<file path="config.mk">
export PLATFORM = sky130hd
export DESIGN_NAME = encoder_speed_pid_pwm_controller
export DESIGN_NICKNAME = d
export VERILOG_FILES = /design/src/hw/rtl/espc_pkg.sv /design/src/hw/rtl/espc_mul.sv /design/src/hw/rtl/espc_div.sv /design/src/hw/rtl/encoder_speed_pid_pwm_controller.sv
export VERILOG_INCLUDE_DIRS = /design/src /design/src/hw/rtl
export SDC_FILE = /design/constraint.sdc
export NUM_CORES = 2
export LEC_CHECK = 0
export BUFFER_PORTS_ARGS = -buffer_cell sky130_fd_sc_hd__buf_2
export CORE_MARGIN = 3
export CORE_UTILIZATION = 38
export DETAILED_ROUTE_END_ITERATION = 16
export SETUP_SLACK_MARGIN = 0.05
export SYNTH_ARGS = -nofsm -noshare
export SYNTH_HDL_FRONTEND = slang
export SYNTH_SLANG_ARGS = --single-unit
</file>
<file path="constraint.sdc">
create_clock -name aclk -period 15.1 [get_ports aclk]
set_input_delay 1.51 -clock aclk [delete_from_list [all_inputs] [get_ports aclk]]
set_output_delay 1.51 -clock aclk [all_outputs]
set_load 0.02 [all_outputs]
</file>
<file path="src/hw/rtl/encoder_speed_pid_pwm_controller_defines.svh">
// assertion macros for the encoder speed pid controller
`ifndef ENCODER_SPEED_PID_PWM_CONTROLLER_DEFINES_SVH
`define ENCODER_SPEED_PID_PWM_CONTROLLER_DEFINES_SVH

// same-cycle implication, disabled while reset is low
`define ESPC_ASSERT_IMP(label, clk, rst_n, ante, cons, msg) \
    label: assert property (@(posedge clk) disable iff (!(rst_n)) (ante) |-> (cons)) \
        else $error(msg);

// next-cycle implication, disabled while reset is low
`define ESPC_ASSERT_NXT(label, clk, rst_n, ante, cons, msg) \
    label: assert property (@(posedge clk) disable iff (!(rst_n)) (ante) |=> (cons)) \
        else $error(msg);

`endif

</file>
<file path="src/hw/rtl/espc_pkg.sv">
// shared types and constants of the encoder speed pid controller
`timescale 1ns / 1ps

package espc_pkg;

    // stream and config port widths
    localparam int MOTOR_W    = 2;
    localparam int S_DATA_W   = 48;
    localparam int M_DATA_W   = 72;
    localparam int CFG_IDX_W  = 3;
    localparam int CFG_DATA_W = 24;

    // config register indexes
    localparam logic [CFG_IDX_W-1:0] REG_PROP_GAIN     = 3'd0;
    localparam logic [CFG_IDX_W-1:0] REG_INTEG_GAIN    = 3'd1;
    localparam logic [CFG_IDX_W-1:0] REG_DERIV_GAIN    = 3'd2;
    localparam logic [CFG_IDX_W-1:0] REG_INTEGRAL_LIM  = 3'd3;
    localparam logic [CFG_IDX_W-1:0] REG_PULSE_FULL    = 3'd4;
    localparam logic [CFG_IDX_W-1:0] REG_COUNTS_TO_RPM = 3'd5;

    // config reset values
    localparam logic [23:0] RST_PROP_GAIN     = 24'd39322;
    localparam logic [23:0] RST_INTEG_GAIN    = 24'd655;
    localparam logic [23:0] RST_DERIV_GAIN    = 24'd0;
    localparam logic [15:0] RST_INTEGRAL_LIM  = 16'd2000;
    localparam logic [15:0] RST_PULSE_FULL    = 16'd999;
    localparam logic [23:0] RST_COUNTS_TO_RPM = 24'd893673;

    // shift-add multiplier
    localparam int MUL_A_W   = 64;
    localparam int MUL_B_W   = 24;
    localparam int MUL_CNT_W = $clog2(MUL_B_W);

    // long division by a constant
    localparam int DIV_W     = 56;
    localparam int DIV_CNT_W = $clog2(DIV_W);
    localparam int REM_W     = 7;
    localparam logic [REM_W:0] DIVISOR = 8'd100;

    // multiplier operand for the derivative time scale
    localparam logic [MUL_B_W-1:0] HUNDRED_B = 24'd100;

    // derivative saturation: limit / 100 and limit
    localparam logic [63:0] D_THRESH = 64'd23058430092136939;
    localparam logic [63:0] D_SAT    = 64'h2000_0000_0000_0000;

    // full duty in Q.24
    localparam logic [63:0] DUTY_FULL = 64'd1677721600;
    localparam logic [63:0] DUTY_NEG  = ~DUTY_FULL + 64'd1;

    typedef struct packed {
        logic               start;
        logic [MUL_A_W-1:0] a;
        logic [MUL_B_W-1:0] b;
    } mul_req_t;

    typedef struct packed {
        logic               done;
        logic [MUL_A_W-1:0] prod;
    } mul_rsp_t;

    typedef struct packed {
        logic             start;
        logic [DIV_W-1:0] num;
    } div_req_t;

    typedef struct packed {
        logic             done;
        logic [DIV_W-1:0] quot;
    } div_rsp_t;

    typedef enum logic [15:0] {
        ST_IDLE  = 16'h0001,
        ST_CHECK = 16'h0002,
        ST_MEAS  = 16'h0004,
        ST_ERR   = 16'h0008,
        ST_SUM   = 16'h0010,
        ST_PMUL  = 16'h0020,
        ST_IMUL  = 16'h0040,
        ST_IDIV  = 16'h0080,
        ST_DMUL  = 16'h0100,
        ST_DCHK  = 16'h0200,
        ST_D100  = 16'h0400,
        ST_CLAMP = 16'h0800,
        ST_CMD   = 16'h1000,
        ST_PULSE = 16'h2000,
        ST_PDIV  = 16'h4000,
        ST_OUT   = 16'h8000
    } state_t;

endpackage

</file>
<file path="src/hw/rtl/espc_mul.sv">
// bit-serial shift-add multiplier, one multiplier bit per cycle
`timescale 1ns / 1ps

module espc_mul (
    input  logic              aclk,
    input  logic              aresetn,
    input  espc_pkg::mul_req_t req,
    output espc_pkg::mul_rsp_t rsp
);

    localparam logic [espc_pkg::MUL_CNT_W-1:0] LAST_STEP =
        espc_pkg::MUL_CNT_W'(espc_pkg::MUL_B_W - 1);

    logic                             busy_reg;
    logic                             done_reg;
    logic [espc_pkg::MUL_CNT_W-1:0]   cnt_reg;
    logic [espc_pkg::MUL_A_W-1:0]     a_reg;
    logic [espc_pkg::MUL_B_W-1:0]     b_reg;
    logic [espc_pkg::MUL_A_W-1:0]     acc_reg;

    always_ff @(posedge aclk) begin
        if (!aresetn) begin
            busy_reg <= 1'b0;
            done_reg <= 1'b0;
            cnt_reg  <= '0;
        end else begin
            done_reg <= 1'b0;
            if (req.start) begin
                busy_reg <= 1'b1;
                cnt_reg  <= '0;
            end else if (busy_reg) begin
                cnt_reg <= cnt_reg + 1'b1;
                if (cnt_reg == LAST_STEP) begin
                    busy_reg <= 1'b0;
                    done_reg <= 1'b1;
                end
            end
        end
    end

    // partial product added when the low multiplier bit is set
    always_ff @(posedge aclk) begin
        if (req.start) begin
            acc_reg <= '0;
            a_reg   <= req.a;
            b_reg   <= req.b;
        end else if (busy_reg) begin
            if (b_reg[0]) begin
                acc_reg <= acc_reg + a_reg;
            end
            a_reg <= {a_reg[espc_pkg::MUL_A_W-2:0], 1'b0};
            b_reg <= {1'b0, b_reg[espc_pkg::MUL_B_W-1:1]};
        end
    end

    assign rsp.done = done_reg;
    assign rsp.prod = acc_reg;

endmodule

</file>
<file path="src/hw/rtl/espc_div.sv">
// restoring division by one hundred, one quotient bit per cycle
`timescale 1ns / 1ps

module espc_div (
    input  logic              aclk,
    input  logic              aresetn,
    input  espc_pkg::div_req_t req,
    output espc_pkg::div_rsp_t rsp
);

    localparam logic [espc_pkg::DIV_CNT_W-1:0] LAST_STEP =
        espc_pkg::DIV_CNT_W'(espc_pkg::DIV_W - 1);

    logic                             busy_reg;
    logic                             done_reg;
    logic [espc_pkg::DIV_CNT_W-1:0]   cnt_reg;
    logic [espc_pkg::DIV_W-1:0]       num_reg;
    logic [espc_pkg::DIV_W-1:0]       quot_reg;
    logic [espc_pkg::REM_W-1:0]       rem_reg;

    logic [espc_pkg::REM_W:0]         trial;
    logic                             fits;
    logic [espc_pkg::REM_W:0]         trial_sub;

    assign trial     = {rem_reg, num_reg[espc_pkg::DIV_W-1]};
    assign fits      = (trial >= espc_pkg::DIVISOR);
    assign trial_sub = trial - espc_pkg::DIVISOR;

    always_ff @(posedge aclk) begin
        if (!aresetn) begin
            busy_reg <= 1'b0;
            done_reg <= 1'b0;
            cnt_reg  <= '0;
        end else begin
            done_reg <= 1'b0;
            if (req.start) begin
                busy_reg <= 1'b1;
                cnt_reg  <= '0;
            end else if (busy_reg) begin
                cnt_reg <= cnt_reg + 1'b1;
                if (cnt_reg == LAST_STEP) begin
                    busy_reg <= 1'b0;
                    done_reg <= 1'b1;
                end
            end
        end
    end

    always_ff @(posedge aclk) begin
        if (req.start) begin
            num_reg  <= req.num;
            quot_reg <= '0;
            rem_reg  <= '0;
        end else if (busy_reg) begin
            num_reg  <= {num_reg[espc_pkg::DIV_W-2:0], 1'b0};
            quot_reg <= {quot_reg[espc_pkg::DIV_W-2:0], fits};
            rem_reg  <= fits ? trial_sub[espc_pkg::REM_W-1:0] : trial[espc_pkg::REM_W-1:0];
        end
    end

    assign rsp.done = done_reg;
    assign rsp.quot = quot_reg;

endmodule

</file>
<file path="src/hw/rtl/encoder_speed_pid_pwm_controller.sv">
// encoder speed pid controller: top level with tick sequencer and per-motor state
`timescale 1ns / 1ps
// throughput: one tick at a time, next input transfer in the cycle after the result is loaded;
// each tick runs six 24-step multiplier passes (five with the derivative saturated)
// and two 56-step divide-by-100 passes; an out-of-range motor index runs none of them
// reset: aresetn synchronous active low, restores register defaults and clears motor state
`include "encoder_speed_pid_pwm_controller_defines.svh"

module encoder_speed_pid_pwm_controller #(
    parameter int MOTORS = 3
) (
    input  logic                                aclk,
    input  logic                                aresetn,
    // input stream
    input  logic                                s_tvalid,
    output logic                                s_tready,
    input  logic [espc_pkg::S_DATA_W-1:0]       s_tdata,   // encoder_count, setpoint_rpm
    input  logic [espc_pkg::MOTOR_W-1:0]        s_tuser,   // motor
    // result stream
    output logic                                m_tvalid,
    input  logic                                m_tready,
    // measured_rpm, drive_command, forward_compare, reverse_compare
    output logic [espc_pkg::M_DATA_W-1:0]       m_tdata,
    output logic [espc_pkg::MOTOR_W-1:0]        m_tuser,   // motor_echo
    // config write channel
    input  logic                                cfg_valid,
    output logic                                cfg_ready,
    input  logic [espc_pkg::CFG_IDX_W-1:0]      cfg_index,
    input  logic [espc_pkg::CFG_DATA_W-1:0]     cfg_data
);

    localparam int MIDX_W = (MOTORS > 1) ? $clog2(MOTORS) : 1;

    // config registers
    logic [23:0] prop_gain_reg;
    logic [23:0] integ_gain_reg;
    logic [23:0] deriv_gain_reg;
    logic [15:0] integral_limit_reg;
    logic [15:0] pulse_full_scale_reg;
    logic [23:0] counts_to_rpm_reg;

    // per-motor loop state
    logic [15:0] prev_count_reg [MOTORS];
    logic [31:0] err_sum_reg    [MOTORS];
    logic [31:0] prev_err_reg   [MOTORS];

    espc_pkg::state_t state_reg;
    espc_pkg::state_t state_next;

    // tick working registers
    logic [espc_pkg::MOTOR_W-1:0] motor_reg;
    logic [15:0] count_reg;
    logic [31:0] target_reg;
    logic        neg_reg;       // sign of the operand now in the multiplier
    logic [31:0] measured_reg;
    logic [31:0] error_reg;
    logic [31:0] lim_reg;
    logic [31:0] sum_reg;
    logic [32:0] diff_reg;
    logic [63:0] acc_reg;       // p + i + d in Q.24
    logic [63:0] dmag_reg;
    logic        dsat_reg;
    logic [31:0] tot_reg;
    logic [7:0]  cmd_reg;
    logic [15:0] fwd_reg;
    logic [15:0] rev_reg;

    // output register
    logic                                m_tvalid_reg;
    logic [espc_pkg::M_DATA_W-1:0]       m_tdata_reg;
    logic [espc_pkg::MOTOR_W-1:0]        m_tuser_reg;

    espc_pkg::mul_req_t mul_req;
    espc_pkg::mul_rsp_t mul_rsp;
    espc_pkg::div_req_t div_req;
    espc_pkg::div_rsp_t div_rsp;

    logic [MIDX_W-1:0] midx;
    logic              in_range;
    logic              out_free;

    logic [15:0] delta;
    logic [15:0] delta_mag;
    logic [31:0] meas_mag;
    logic [32:0] err_ext;
    logic [31:0] err_sat;
    logic [31:0] lim_val;
    logic [31:0] err_sum_sel;
    logic [31:0] prev_err_sel;
    logic [32:0] sum_ext;
    logic [32:0] lim_pos;
    logic [32:0] lim_neg;
    logic [31:0] sum_val;
    logic [32:0] diff_val;
    logic [31:0] err_mag;
    logic [31:0] sum_mag;
    logic [32:0] diff_mag;
    logic [63:0] prod_signed;
    logic [63:0] quot_ext;
    logic [63:0] quot_signed;
    logic [63:0] dsat_signed;
    logic [31:0] tot_mag;
    logic [6:0]  cmd_mag;

    espc_mul u_mul (
        .aclk    (aclk),
        .aresetn (aresetn),
        .req     (mul_req),
        .rsp     (mul_rsp)
    );

    espc_div u_div (
        .aclk    (aclk),
        .aresetn (aresetn),
        .req     (div_req),
        .rsp     (div_rsp)
    );

    assign midx     = MIDX_W'(motor_reg);
    assign in_range = (32'(motor_reg) < 32'(MOTORS));
    assign out_free = !m_tvalid_reg || m_tready;

    assign s_tready  = (state_reg == espc_pkg::ST_IDLE);
    assign cfg_ready = 1'b1;
    assign m_tvalid  = m_tvalid_reg;
    assign m_tdata   = m_tdata_reg;
    assign m_tuser   = m_tuser_reg;

    // speed from the wrapping count step
    assign delta     = count_reg - prev_count_reg[midx];
    assign delta_mag = delta[15] ? (~delta + 16'd1) : delta;
    assign meas_mag  = mul_rsp.prod[39:8];

    // speed error, saturated to 32 bits
    assign err_ext = {target_reg[31], target_reg} - {measured_reg[31], measured_reg};
    always_comb begin
        if (err_ext[32] != err_ext[31]) begin
            err_sat = err_ext[32] ? 32'h8000_0000 : 32'h7FFF_FFFF;
        end else begin
            err_sat = err_ext[31:0];
        end
    end

    // integral limit times 25600
    assign lim_val = 32'({integral_limit_reg, 14'd0}) + 32'({integral_limit_reg, 13'd0})
                   + 32'({integral_limit_reg, 10'd0});

    // error sum with anti-windup clamp
    assign err_sum_sel  = err_sum_reg[midx];
    assign prev_err_sel = prev_err_reg[midx];
    assign sum_ext  = {err_sum_sel[31], err_sum_sel} + {error_reg[31], error_reg};
    assign lim_pos  = {1'b0, lim_reg};
    assign lim_neg  = ~lim_pos + 33'd1;
    always_comb begin
        if ($signed(sum_ext) > $signed(lim_pos)) begin
            sum_val = lim_pos[31:0];
        end else if ($signed(sum_ext) < $signed(lim_neg)) begin
            sum_val = lim_neg[31:0];
        end else begin
            sum_val = sum_ext[31:0];
        end
    end
    assign diff_val = {error_reg[31], error_reg} - {prev_err_sel[31], prev_err_sel};

    // operand magnitudes for the unsigned multiplier
    assign err_mag  = error_reg[31] ? (~error_reg + 32'd1) : error_reg;
    assign sum_mag  = sum_reg[31] ? (~sum_reg + 32'd1) : sum_reg;
    assign diff_mag = diff_reg[32] ? (~diff_reg + 33'd1) : diff_reg;

    // sign restored on the way back
    assign prod_signed = neg_reg ? (~mul_rsp.prod + 64'd1) : mul_rsp.prod;
    assign quot_ext    = 64'(div_rsp.quot);
    assign quot_signed = neg_reg ? (~quot_ext + 64'd1) : quot_ext;
    assign dsat_signed = neg_reg ? (~espc_pkg::D_SAT + 64'd1) : espc_pkg::D_SAT;

    // whole percent, truncated toward zero
    assign tot_mag = tot_reg[31] ? (~tot_reg + 32'd1) : tot_reg;
    assign cmd_mag = tot_mag[30:24];

    // sequencer and unit requests
    always_comb begin
        state_next = state_reg;
        mul_req    = '0;
        div_req    = '0;
        case (state_reg)
            espc_pkg::ST_IDLE: begin
                if (s_tvalid) begin
                    state_next = espc_pkg::ST_CHECK;
                end
            end
            espc_pkg::ST_CHECK: begin
                if (!in_range) begin
                    state_next = espc_pkg::ST_OUT;
                end else begin
                    mul_req.start = 1'b1;
                    mul_req.a     = 64'(delta_mag);
                    mul_req.b     = counts_to_rpm_reg;
                    state_next    = espc_pkg::ST_MEAS;
                end
            end
            espc_pkg::ST_MEAS: begin
                if (mul_rsp.done) begin
                    state_next = espc_pkg::ST_ERR;
                end
            end
            espc_pkg::ST_ERR: begin
                state_next = espc_pkg::ST_SUM;
            end
            espc_pkg::ST_SUM: begin
                mul_req.start = 1'b1;
                mul_req.a     = 64'(err_mag);
                mul_req.b     = prop_gain_reg;
                state_next    = espc_pkg::ST_PMUL;
            end
            espc_pkg::ST_PMUL: begin
                if (mul_rsp.done) begin
                    mul_req.start = 1'b1;
                    mul_req.a     = 64'(sum_mag);
                    mul_req.b     = integ_gain_reg;
                    state_next    = espc_pkg::ST_IMUL;
                end
            end
            espc_pkg::ST_IMUL: begin
                if (mul_rsp.done) begin
                    div_req.start = 1'b1;
                    div_req.num   = mul_rsp.prod[espc_pkg::DIV_W-1:0];
                    state_next    = espc_pkg::ST_IDIV;
                end
            end
            espc_pkg::ST_IDIV: begin
                if (div_rsp.done) begin
                    mul_req.start = 1'b1;
                    mul_req.a     = 64'(diff_mag);
                    mul_req.b     = deriv_gain_reg;
                    state_next    = espc_pkg::ST_DMUL;
                end
            end
            espc_pkg::ST_DMUL: begin
                if (mul_rsp.done) begin
                    state_next = espc_pkg::ST_DCHK;
                end
            end
            espc_pkg::ST_DCHK: begin
                if (dsat_reg) begin
                    state_next = espc_pkg::ST_CLAMP;
                end else begin
                    mul_req.start = 1'b1;
                    mul_req.a     = dmag_reg;
                    mul_req.b     = espc_pkg::HUNDRED_B;
                    state_next    = espc_pkg::ST_D100;
                end
            end
            espc_pkg::ST_D100: begin
                if (mul_rsp.done) begin
                    state_next = espc_pkg::ST_CLAMP;
                end
            end
            espc_pkg::ST_CLAMP: begin
                state_next = espc_pkg::ST_CMD;
            end
            espc_pkg::ST_CMD: begin
                mul_req.start = 1'b1;
                mul_req.a     = 64'(cmd_mag);
                mul_req.b     = 24'(pulse_full_scale_reg);
                state_next    = espc_pkg::ST_PULSE;
            end
            espc_pkg::ST_PULSE: begin
                if (mul_rsp.done) begin
                    div_req.start = 1'b1;
                    div_req.num   = mul_rsp.prod[espc_pkg::DIV_W-1:0];
                    state_next    = espc_pkg::ST_PDIV;
                end
            end
            espc_pkg::ST_PDIV: begin
                if (div_rsp.done) begin
                    state_next = espc_pkg::ST_OUT;
                end
            end
            espc_pkg::ST_OUT: begin
                if (out_free) begin
                    state_next = espc_pkg::ST_IDLE;
                end
            end
            default: begin
                state_next = espc_pkg::ST_IDLE;
            end
        endcase
    end

    // control state, config and per-motor state
    always_ff @(posedge aclk) begin
        if (!aresetn) begin
            state_reg            <= espc_pkg::ST_IDLE;
            m_tvalid_reg         <= 1'b0;
            prop_gain_reg        <= espc_pkg::RST_PROP_GAIN;
            integ_gain_reg       <= espc_pkg::RST_INTEG_GAIN;
            deriv_gain_reg       <= espc_pkg::RST_DERIV_GAIN;
            integral_limit_reg   <= espc_pkg::RST_INTEGRAL_LIM;
            pulse_full_scale_reg <= espc_pkg::RST_PULSE_FULL;
            counts_to_rpm_reg    <= espc_pkg::RST_COUNTS_TO_RPM;
            for (int i = 0; i < MOTORS; i++) begin
                prev_count_reg[i] <= '0;
                err_sum_reg[i]    <= '0;
                prev_err_reg[i]   <= '0;
            end
        end else begin
            state_reg <= state_next;

            if (state_reg == espc_pkg::ST_OUT && out_free) begin
                m_tvalid_reg <= 1'b1;
            end else if (m_tready) begin
                m_tvalid_reg <= 1'b0;
            end

            if (cfg_valid) begin
                case (cfg_index)
                    espc_pkg::REG_PROP_GAIN:     prop_gain_reg        <= cfg_data;
                    espc_pkg::REG_INTEG_GAIN:    integ_gain_reg       <= cfg_data;
                    espc_pkg::REG_DERIV_GAIN:    deriv_gain_reg       <= cfg_data;
                    espc_pkg::REG_INTEGRAL_LIM:  integral_limit_reg   <= cfg_data[15:0];
                    espc_pkg::REG_PULSE_FULL:    pulse_full_scale_reg <= cfg_data[15:0];
                    espc_pkg::REG_COUNTS_TO_RPM: counts_to_rpm_reg    <= cfg_data;
                    default: ;
                endcase
            end

            if (state_reg == espc_pkg::ST_CHECK && in_range) begin
                prev_count_reg[midx] <= count_reg;
            end
            if (state_reg == espc_pkg::ST_SUM) begin
                err_sum_reg[midx]  <= sum_val;
                prev_err_reg[midx] <= error_reg;
            end
        end
    end

    // tick datapath
    always_ff @(posedge aclk) begin
        case (state_reg)
            espc_pkg::ST_IDLE: begin
                if (s_tvalid) begin
                    motor_reg  <= s_tuser;
                    count_reg  <= s_tdata[15:0];
                    target_reg <= s_tdata[47:16];
                end
            end
            espc_pkg::ST_CHECK: begin
                neg_reg <= delta[15];
                if (!in_range) begin
                    measured_reg <= '0;
                    cmd_reg      <= '0;
                    fwd_reg      <= '0;
                    rev_reg      <= '0;
                end
            end
            espc_pkg::ST_MEAS: begin
                if (mul_rsp.done) begin
                    measured_reg <= neg_reg ? (~meas_mag + 32'd1) : meas_mag;
                end
            end
            espc_pkg::ST_ERR: begin
                error_reg <= err_sat;
                lim_reg   <= lim_val;
            end
            espc_pkg::ST_SUM: begin
                sum_reg  <= sum_val;
                diff_reg <= diff_val;
                neg_reg  <= error_reg[31];
            end
            espc_pkg::ST_PMUL: begin
                if (mul_rsp.done) begin
                    acc_reg <= prod_signed;
                    neg_reg <= sum_reg[31];
                end
            end
            espc_pkg::ST_IDIV: begin
                if (div_rsp.done) begin
                    acc_reg <= acc_reg + quot_signed;
                    neg_reg <= diff_reg[32];
                end
            end
            espc_pkg::ST_DMUL: begin
                if (mul_rsp.done) begin
                    dmag_reg <= mul_rsp.prod;
                    dsat_reg <= (mul_rsp.prod > espc_pkg::D_THRESH);
                end
            end
            espc_pkg::ST_DCHK: begin
                if (dsat_reg) begin
                    acc_reg <= acc_reg + dsat_signed;
                end
            end
            espc_pkg::ST_D100: begin
                if (mul_rsp.done) begin
                    acc_reg <= acc_reg + prod_signed;
                end
            end
            espc_pkg::ST_CLAMP: begin
                if ($signed(acc_reg) > $signed(espc_pkg::DUTY_FULL)) begin
                    tot_reg <= espc_pkg::DUTY_FULL[31:0];
                end else if ($signed(acc_reg) < $signed(espc_pkg::DUTY_NEG)) begin
                    tot_reg <= espc_pkg::DUTY_NEG[31:0];
                end else begin
                    tot_reg <= acc_reg[31:0];
                end
            end
            espc_pkg::ST_CMD: begin
                cmd_reg <= tot_reg[31] ? (8'd0 - {1'b0, cmd_mag}) : {1'b0, cmd_mag};
            end
            espc_pkg::ST_PDIV: begin
                if (div_rsp.done) begin
                    // stopped counts as forward
                    fwd_reg <= cmd_reg[7] ? 16'd0 : div_rsp.quot[15:0];
                    rev_reg <= cmd_reg[7] ? div_rsp.quot[15:0] : 16'd0;
                end
            end
            espc_pkg::ST_OUT: begin
                if (out_free) begin
                    m_tuser_reg <= motor_reg;
                    m_tdata_reg <= {rev_reg, fwd_reg, cmd_reg, measured_reg};
                end
            end
            default: ;
        endcase
    end

    // checks
    `ESPC_ASSERT_NXT(a_accept_starts_tick, aclk, aresetn, s_tvalid && s_tready,
        state_reg == espc_pkg::ST_CHECK, "input transfer did not start a tick")
    `ESPC_ASSERT_IMP(a_cmd_in_range, aclk, aresetn, m_tvalid_reg,
        ($signed(m_tdata_reg[39:32]) <= 8'sd100) && ($signed(m_tdata_reg[39:32]) >= -8'sd100),
        "drive command outside plus or minus one hundred")
    `ESPC_ASSERT_IMP(a_one_channel, aclk, aresetn, m_tvalid_reg,
        (m_tdata_reg[55:40] == 16'd0) || (m_tdata_reg[71:56] == 16'd0),
        "forward and reverse compare both active")
    `ESPC_ASSERT_IMP(a_mul_done_waited, aclk, aresetn, mul_rsp.done,
        (state_reg == espc_pkg::ST_MEAS) || (state_reg == espc_pkg::ST_PMUL) ||
        (state_reg == espc_pkg::ST_IMUL) || (state_reg == espc_pkg::ST_DMUL) ||
        (state_reg == espc_pkg::ST_D100) || (state_reg == espc_pkg::ST_PULSE),
        "multiplier finished outside a waiting state")

endmodule

</file>
* Yosys cells after proc, flatten, opt, wreduce, memory -nomap -nowiden
Memory sizes are Yosys's and may differ from the RTL's. A register that Yosys moved wholly into a read port is not among the register bits. Index checks and enable logic that the tools add are counted. Widths: inputs -> output; s select.
Storage, ports and cells: memories 3, output and inout bits 77, logic and storage cells 249, ROM bits 0, bits in writable memories 240, bits in latches 0, register bits after elaboration 918, bits of input ports 82
Memory list:
- err_sum_reg | words 3, bits a word 32, rd ports 1, clocked after Yosys merged registers in 1, write ports 3, line encoder_speed_pid_pwm_controller.sv:44 | logic [31:0] err_sum_reg [MOTORS];
- prev_err_reg | words 3, bits a word 32, rd ports 1, clocked after Yosys merged registers in 1, write ports 3, line encoder_speed_pid_pwm_controller.sv:45 | logic [31:0] prev_err_reg [MOTORS];
- prev_count_reg | words 3, bits a word 16, rd ports 1, clocked after Yosys merged registers in 1, write ports 3, line encoder_speed_pid_pwm_controller.sv:43 | logic [15:0] prev_count_reg [MOTORS];
Cells by class: multiply operators 0, multiplexer cells 91, add/sub/neg operators 23, shifts and indexed selects 0, bitwise logic cells 12, div/mod/pow operators 0, order comparisons 7, equal/unequal tests 36, reduce and logical (&&, ||, !) cells 38
Operators with widths (count):
- $mux 64 | 9
- $pmux 89 s6 | 1
- $mux 32 | 12
- $mux 89 | 4
- $mux 16 | 18
- $add 64x64->64 | 4
- $pmux 16 s16 | 1
- $pmux 64 s4 | 1
- $add 64x1->64 const B | 2
- $mux 57 | 2
- $mux 56 | 2
- $add 32x1->32 const B | 3
- $not 32->32 | 3
- $add 33x1->33 const B | 2
- $sub 32x32->33 | 2
- $gt 64x32->1 const B | 1
- $gt 64x55->1 const B | 1
- $lt 64x32->1 const B | 1
- $not 56->64 | 1
- $not 64->64 | 1
- $pmux 16 s2 | 2
- $pmux 32 s2 | 1
- $reduce_or 32->1 | 2
- $mux 24 | 2
- 65 further kinds | 129

* Depth between registers and ports, before layout
depth in word-level cells 7, depth in mapped cells 30, gate-level depth less buffers 26

* Cells and area by module
Synthesis repeated with hierarchy kept, for this count alone.
Second synthesis, totals: cells, all modules 6814, area, all modules 70894.2 sq um
By module, submodules not included:
- encoder_speed_pid_pwm_controller | area an instance 55948.7 sq um, cells each 5384, times used 1, seq. area each 26845.7 sq um
- espc_mul | area an instance 9918.3 sq um, cells each 1050, times used 1, seq. area each 4063.9 sq um
- espc_div | area an instance 5027.3 sq um, cells each 380, times used 1, seq. area each 3103.0 sq um

* Worst setup path before layout
Ideal clock, no wire load.
path kind reg-to-reg, start register state_reg[10], end register acc_reg[0] (enable), setup slack 2.053 ns, arrival time 12.220 ns, required time 14.272 ns, setup time 0.828 ns, cell stages (with the launch flop) 8, period minus slack after synthesis 13.047 ns, buffers on the path 0, cells stage by stage dfxtp_1 -> or4_1 -> nor2_1 -> nand2_1 -> or3_1 -> nor3b_1 -> nor3_1 -> a2111oi_0
On the way: cells in the longest elaborated chain, start to end 3, elaborated cells between the ends (all ways) 10, those cells by class eq/ne: 8; reduce/logical: 2
RTL lines:
- start: declaration | line encoder_speed_pid_pwm_controller.sv:47 | espc_pkg::state_t state_reg;
- start signal: assignment | line encoder_speed_pid_pwm_controller.sv:293 | state_reg <= espc_pkg::ST_IDLE;
- start signal: assignment | line encoder_speed_pid_pwm_controller.sv:307 | state_reg <= state_next;
- $eq 16x11->1, or another cell as far along | line encoder_speed_pid_pwm_controller.sv:339 | case (state_reg)
- $reduce_bool 4->1 (no source line), or another cell as far along
- $reduce_and 5->1 (no source line) *
- end signal: assignment | line encoder_speed_pid_pwm_controller.sv:372 | acc_reg <= prod_signed;
- end signal: assignment | line encoder_speed_pid_pwm_controller.sv:378 | acc_reg <= acc_reg + quot_signed;
- end signal: assignment | line encoder_speed_pid_pwm_controller.sv:390 | acc_reg <= acc_reg + dsat_signed;
- end: declaration | line encoder_speed_pid_pwm_controller.sv:60 | logic [63:0] acc_reg;
Mark *: on every way between the ends. The rest lies on a longest branch, timed or not. A chain may end at the register's enable or synchronous reset.

==> impl_metrics.csv <==
group,metric,value,unit
status,status,"complete, no violations",
floorplan,die_h,431.1,um
routing,route.detailed.drc,0,
synth,synth_top_cell_by_area,"edfxtp_1",
min_path,hp-start,"fwd_reg[15]",
synth,ys.flop_type,"edfxtp_1",
floorplan,ioPinCount,159,
finish,design_area,76980,sq um
min_path,min_path_cells,0,
clock_network,cts_made_buffers,142,
power,peakVddDrop,0.00009214,V
min_path,hold_class,"flop to flop",
clock_network,clk_path_buf_depth,3,
finish,nNetsFinal,7158,
setup_path,r2r_slack,6.60,ns
global_route,grt_max_degree,104,
timing,fin_skew,0.04434,ns
place,dpl_cell_area,72260,sq um
synth,synth_top_area_share,41.10,%
place,hpwl,149100,um
timing,slew_headroom,13.39,%
floorplan,dieArea,185900,sq um
timing,grt_setup_unrepaired,"false",
clock_network,cts.repair.resized,0,
timing,tightest_slew,1.283,ns
clock_network,cts.clk_slew.worst_paths,0.06,ns
setup_path,crit_required,15.71,ns
timing,finalSetupViolCount,0,
place,numPortBuffers,157,
synth,synth_warnings,0,
timing,tns,0,ns
routing,detail_route.wl_per_cell,22.97,um
floorplan,die_x,431.1,um
routing,vias,52382,
place,gp_congestion,0.9338,
setup_path,worst_setup_path_end_kind,"flop",
routing,viasPerCell,5.678,
routing,drtIter0Drc,5056,
routing,ant_nets,0,
synth,synth_area,68670,sq um
synth,synth.distinct_cells,87,
min_path,min_to,"m_tdata[55]",
clock_network,clk_latency,0.79,ns
clock_network,cts_hold_repair.buffers,0,
clock_network,cts.sinks,1229,
global_route,gr-usage-met2,36.42,%
global_route,met1_usage,30.37,%
timing,max_freq,117.7,MHz
clock_network,ctsHtreeMaxLevel,4,
floorplan,start_util,38.36,%
timing,finalHoldViolations,0,
synth,syn_inst,6648,
floorplan,num_rows,155,
clock_network,cts_tree,"yes",
routing,postRouteWirelength,211900,um
clock_network,cts_setup_buffers,0,
synth,synth_edf_count,940,
setup_path,worst_ep_arrival_time,9.10,ns
setup_path,reg2reg_to,"err_sum_reg[0][7]",
flow_run,drv_cap,0,
global_route,grt_pass1_vias,50526,
timing,fin_crit_sh,56.28,%
finish,drive_above_1_share,10.01,%
finish,syn2layout_area_growth,12.10,%
global_route,grt_usage,22.27,%
setup_path,r2r_cells,25,
clock_network,clockRootBuffer,"clkbuf_16",
global_route,antenna_found_initial,9,
synth,async_reset_ff_share,0,%
synth,ys_seq_area_share,49.53,%
synth,ys_ff_latch,1229,
setup_path,worstSetupPathType,"flop to flop",
finish,nFillCells,17021,
timing,final_max_slew_viol_count,0,
power,finalPower,12.10,mW
power,leakage,29.53,nW
global_route,grt_overflow_total,0,
synth,synth.avg_cell_area,10.33,sq um
power,power_density,157.2,nW/um^2
global_route,met3_usage,3.229,%
setup_path,critPathLaunchType,"flop",
routing,first_pass_iters,8,
global_route,grt_pass1_wl,319500,um
synth,yosys-top-cells-area,"edfxtp_1, dfxtp_1, ha_1",
global_route,grt-busiest-layer,"met2",
floorplan,core_area,179000,sq um
setup_path,crit_path_max_fanout,30,
timing,fin_crit,8.498,ns
## critical path: stages, from the launching register on
cell and delay, ns:
dfxtp_4 0.71, buf_4 0.66, mux4_2 0.58, ha_1 0.34
and3_1 0.23, and3_1 0.18, o21a_1 0.18, a21oi_1 0.26
or3_1 0.21, a21oi_1 0.13, a211oi_1 0.59, o21bai_1 0.15
xnor2_1 0.32, ha_1 0.32, a21o_1 0.16, a21o_1 0.19
a21o_1 0.18, a211o_1 0.30, or3_1 0.34, or3_1 0.31
nand3_1 0.11, o21ai_0 0.15, a32oi_2 0.55, buf_4 0.44
nand3_1 0.46, nor2_1 0.24
## where the power goes
part	total [mW]	leakage (nW)	switching, mW	internal (mW)
registers	4.27	11.2	0.236	4.03
clock network	3.48	2.28	1.46	2.03
logic	4.35	16.1	2.72	1.63
total	12.1	29.5	4.41	7.69
## layout make-up
cell class / instances / area, sq um / share of cell area, %
Sequential cell: 1229 / 34020 / 44.20
Multi-Input combinational cell: 4853 / 32690 / 42.47
Clock buffer: 184 / 3896 / 5.061
Tap cell: 2355 / 2947 / 3.828
Timing Repair Buffer: 280 / 1712 / 2.223
Inverter: 236 / 888.4 / 1.154
Clock inverter: 81 / 805.8 / 1.047
Antenna cell: 7 / 17.52 / 0.02275
## placed cells by master (no fill, tap or decap), drive strengths merged, types with 64 or more instances in the layout
master  instances
nor2          530
clkbuf        184
a21oi         350
nand2         819
or3            80
ha            315
edfxtp        940
nand4          64
nor3          108
a21o          151
o31ai          73
a22o           69
a21boi        111
mux4           80
mux2i          91
and2          197
dfxtp         289
inv           245
o21ai         332
xor2          172
buf           280
nand3         159
xnor2         317
## cell families (layout without fill, tap and decap cells)
kind of cell	Yosys count	after routing	share of synthesized area, %
simple gates	2317	2317	16.06
compound gates	1487	1487	14.15
flops	1229	1229	49.53
buf+inv	581	781	3.209
xor+xnor	489	489	6.237
fa+ha+maj	365	365	6.745
mux	178	178	4.065
other cells	2	24	0.01094
## cell usage after synthesis, types with 30 or more instances
cell      count
a211oi_1     35
a21boi_0    111
a21o_1      151
a21oi_1     350
a22o_1       69
a22oi_1      32
a31oi_1      37
and2_1      196
and3_1       47
clkbuf_1    309
dfxtp_1     289
edfxtp_1    940
ha_1        315
inv_1       235
maj3_1       31
mux2i_1      91
mux4_2       80
nand2_1     818
nand2b_1     51
nand3_1     159
nand4_1      64
nor2_1      530
nor2b_1      58
nor3_1      108
nor4_1       57
o21a_1       49
o21ai_0     326
o21bai_1     31
o22ai_1      33
o31ai_1      73
o41ai_1      30
or2_2        33
or3_1        76
or4_1        48
xnor2_1     317
xor2_1      172
## how the worst max path moves through the flow
stage | slack [ns] | cells past startpoint | end
2_1_floorplan | 2.05 | 7 | acc_reg[0]
3_3_place_gp | 6.72 | 25 | err_sum_reg[0][0]
5_1_grt | 6.08 | 25 | err_sum_reg[0][3]
3_5_place_dp | 6.71 | 25 | err_sum_reg[0][6]
6_report | 6.60 | 25 | err_sum_reg[0][7]
4_1_cts | 6.63 | 25 | err_sum_reg[0][7]
## layer usage
metal  share of wire [%]  wire [um]
met1                  43      90940
met5                   0          0
met3                 6.9      14680
met2                  47      99420
met4                 3.2       6879
## per-stage QoR
step | instances | utilization, % | hold slack [ns] | worst slack [ns]
5_1_grt | 9225 | 43.01 | 0.4227 | 6.079
3_3_place_gp | 8953 | 40.37 | 0.4028 | 6.719
3_5_place_dp | 8953 | 40.37 | 0.4045 | 6.709
4_1_cts | 9218 | 43.00 | 0.4181 | 6.628
6_report | 9225 | 43.01 | 0.4158 | 6.602
2_1_floorplan | 6663 | - | 0.4003 | 2.053
(Power assumes the default switching activity.)
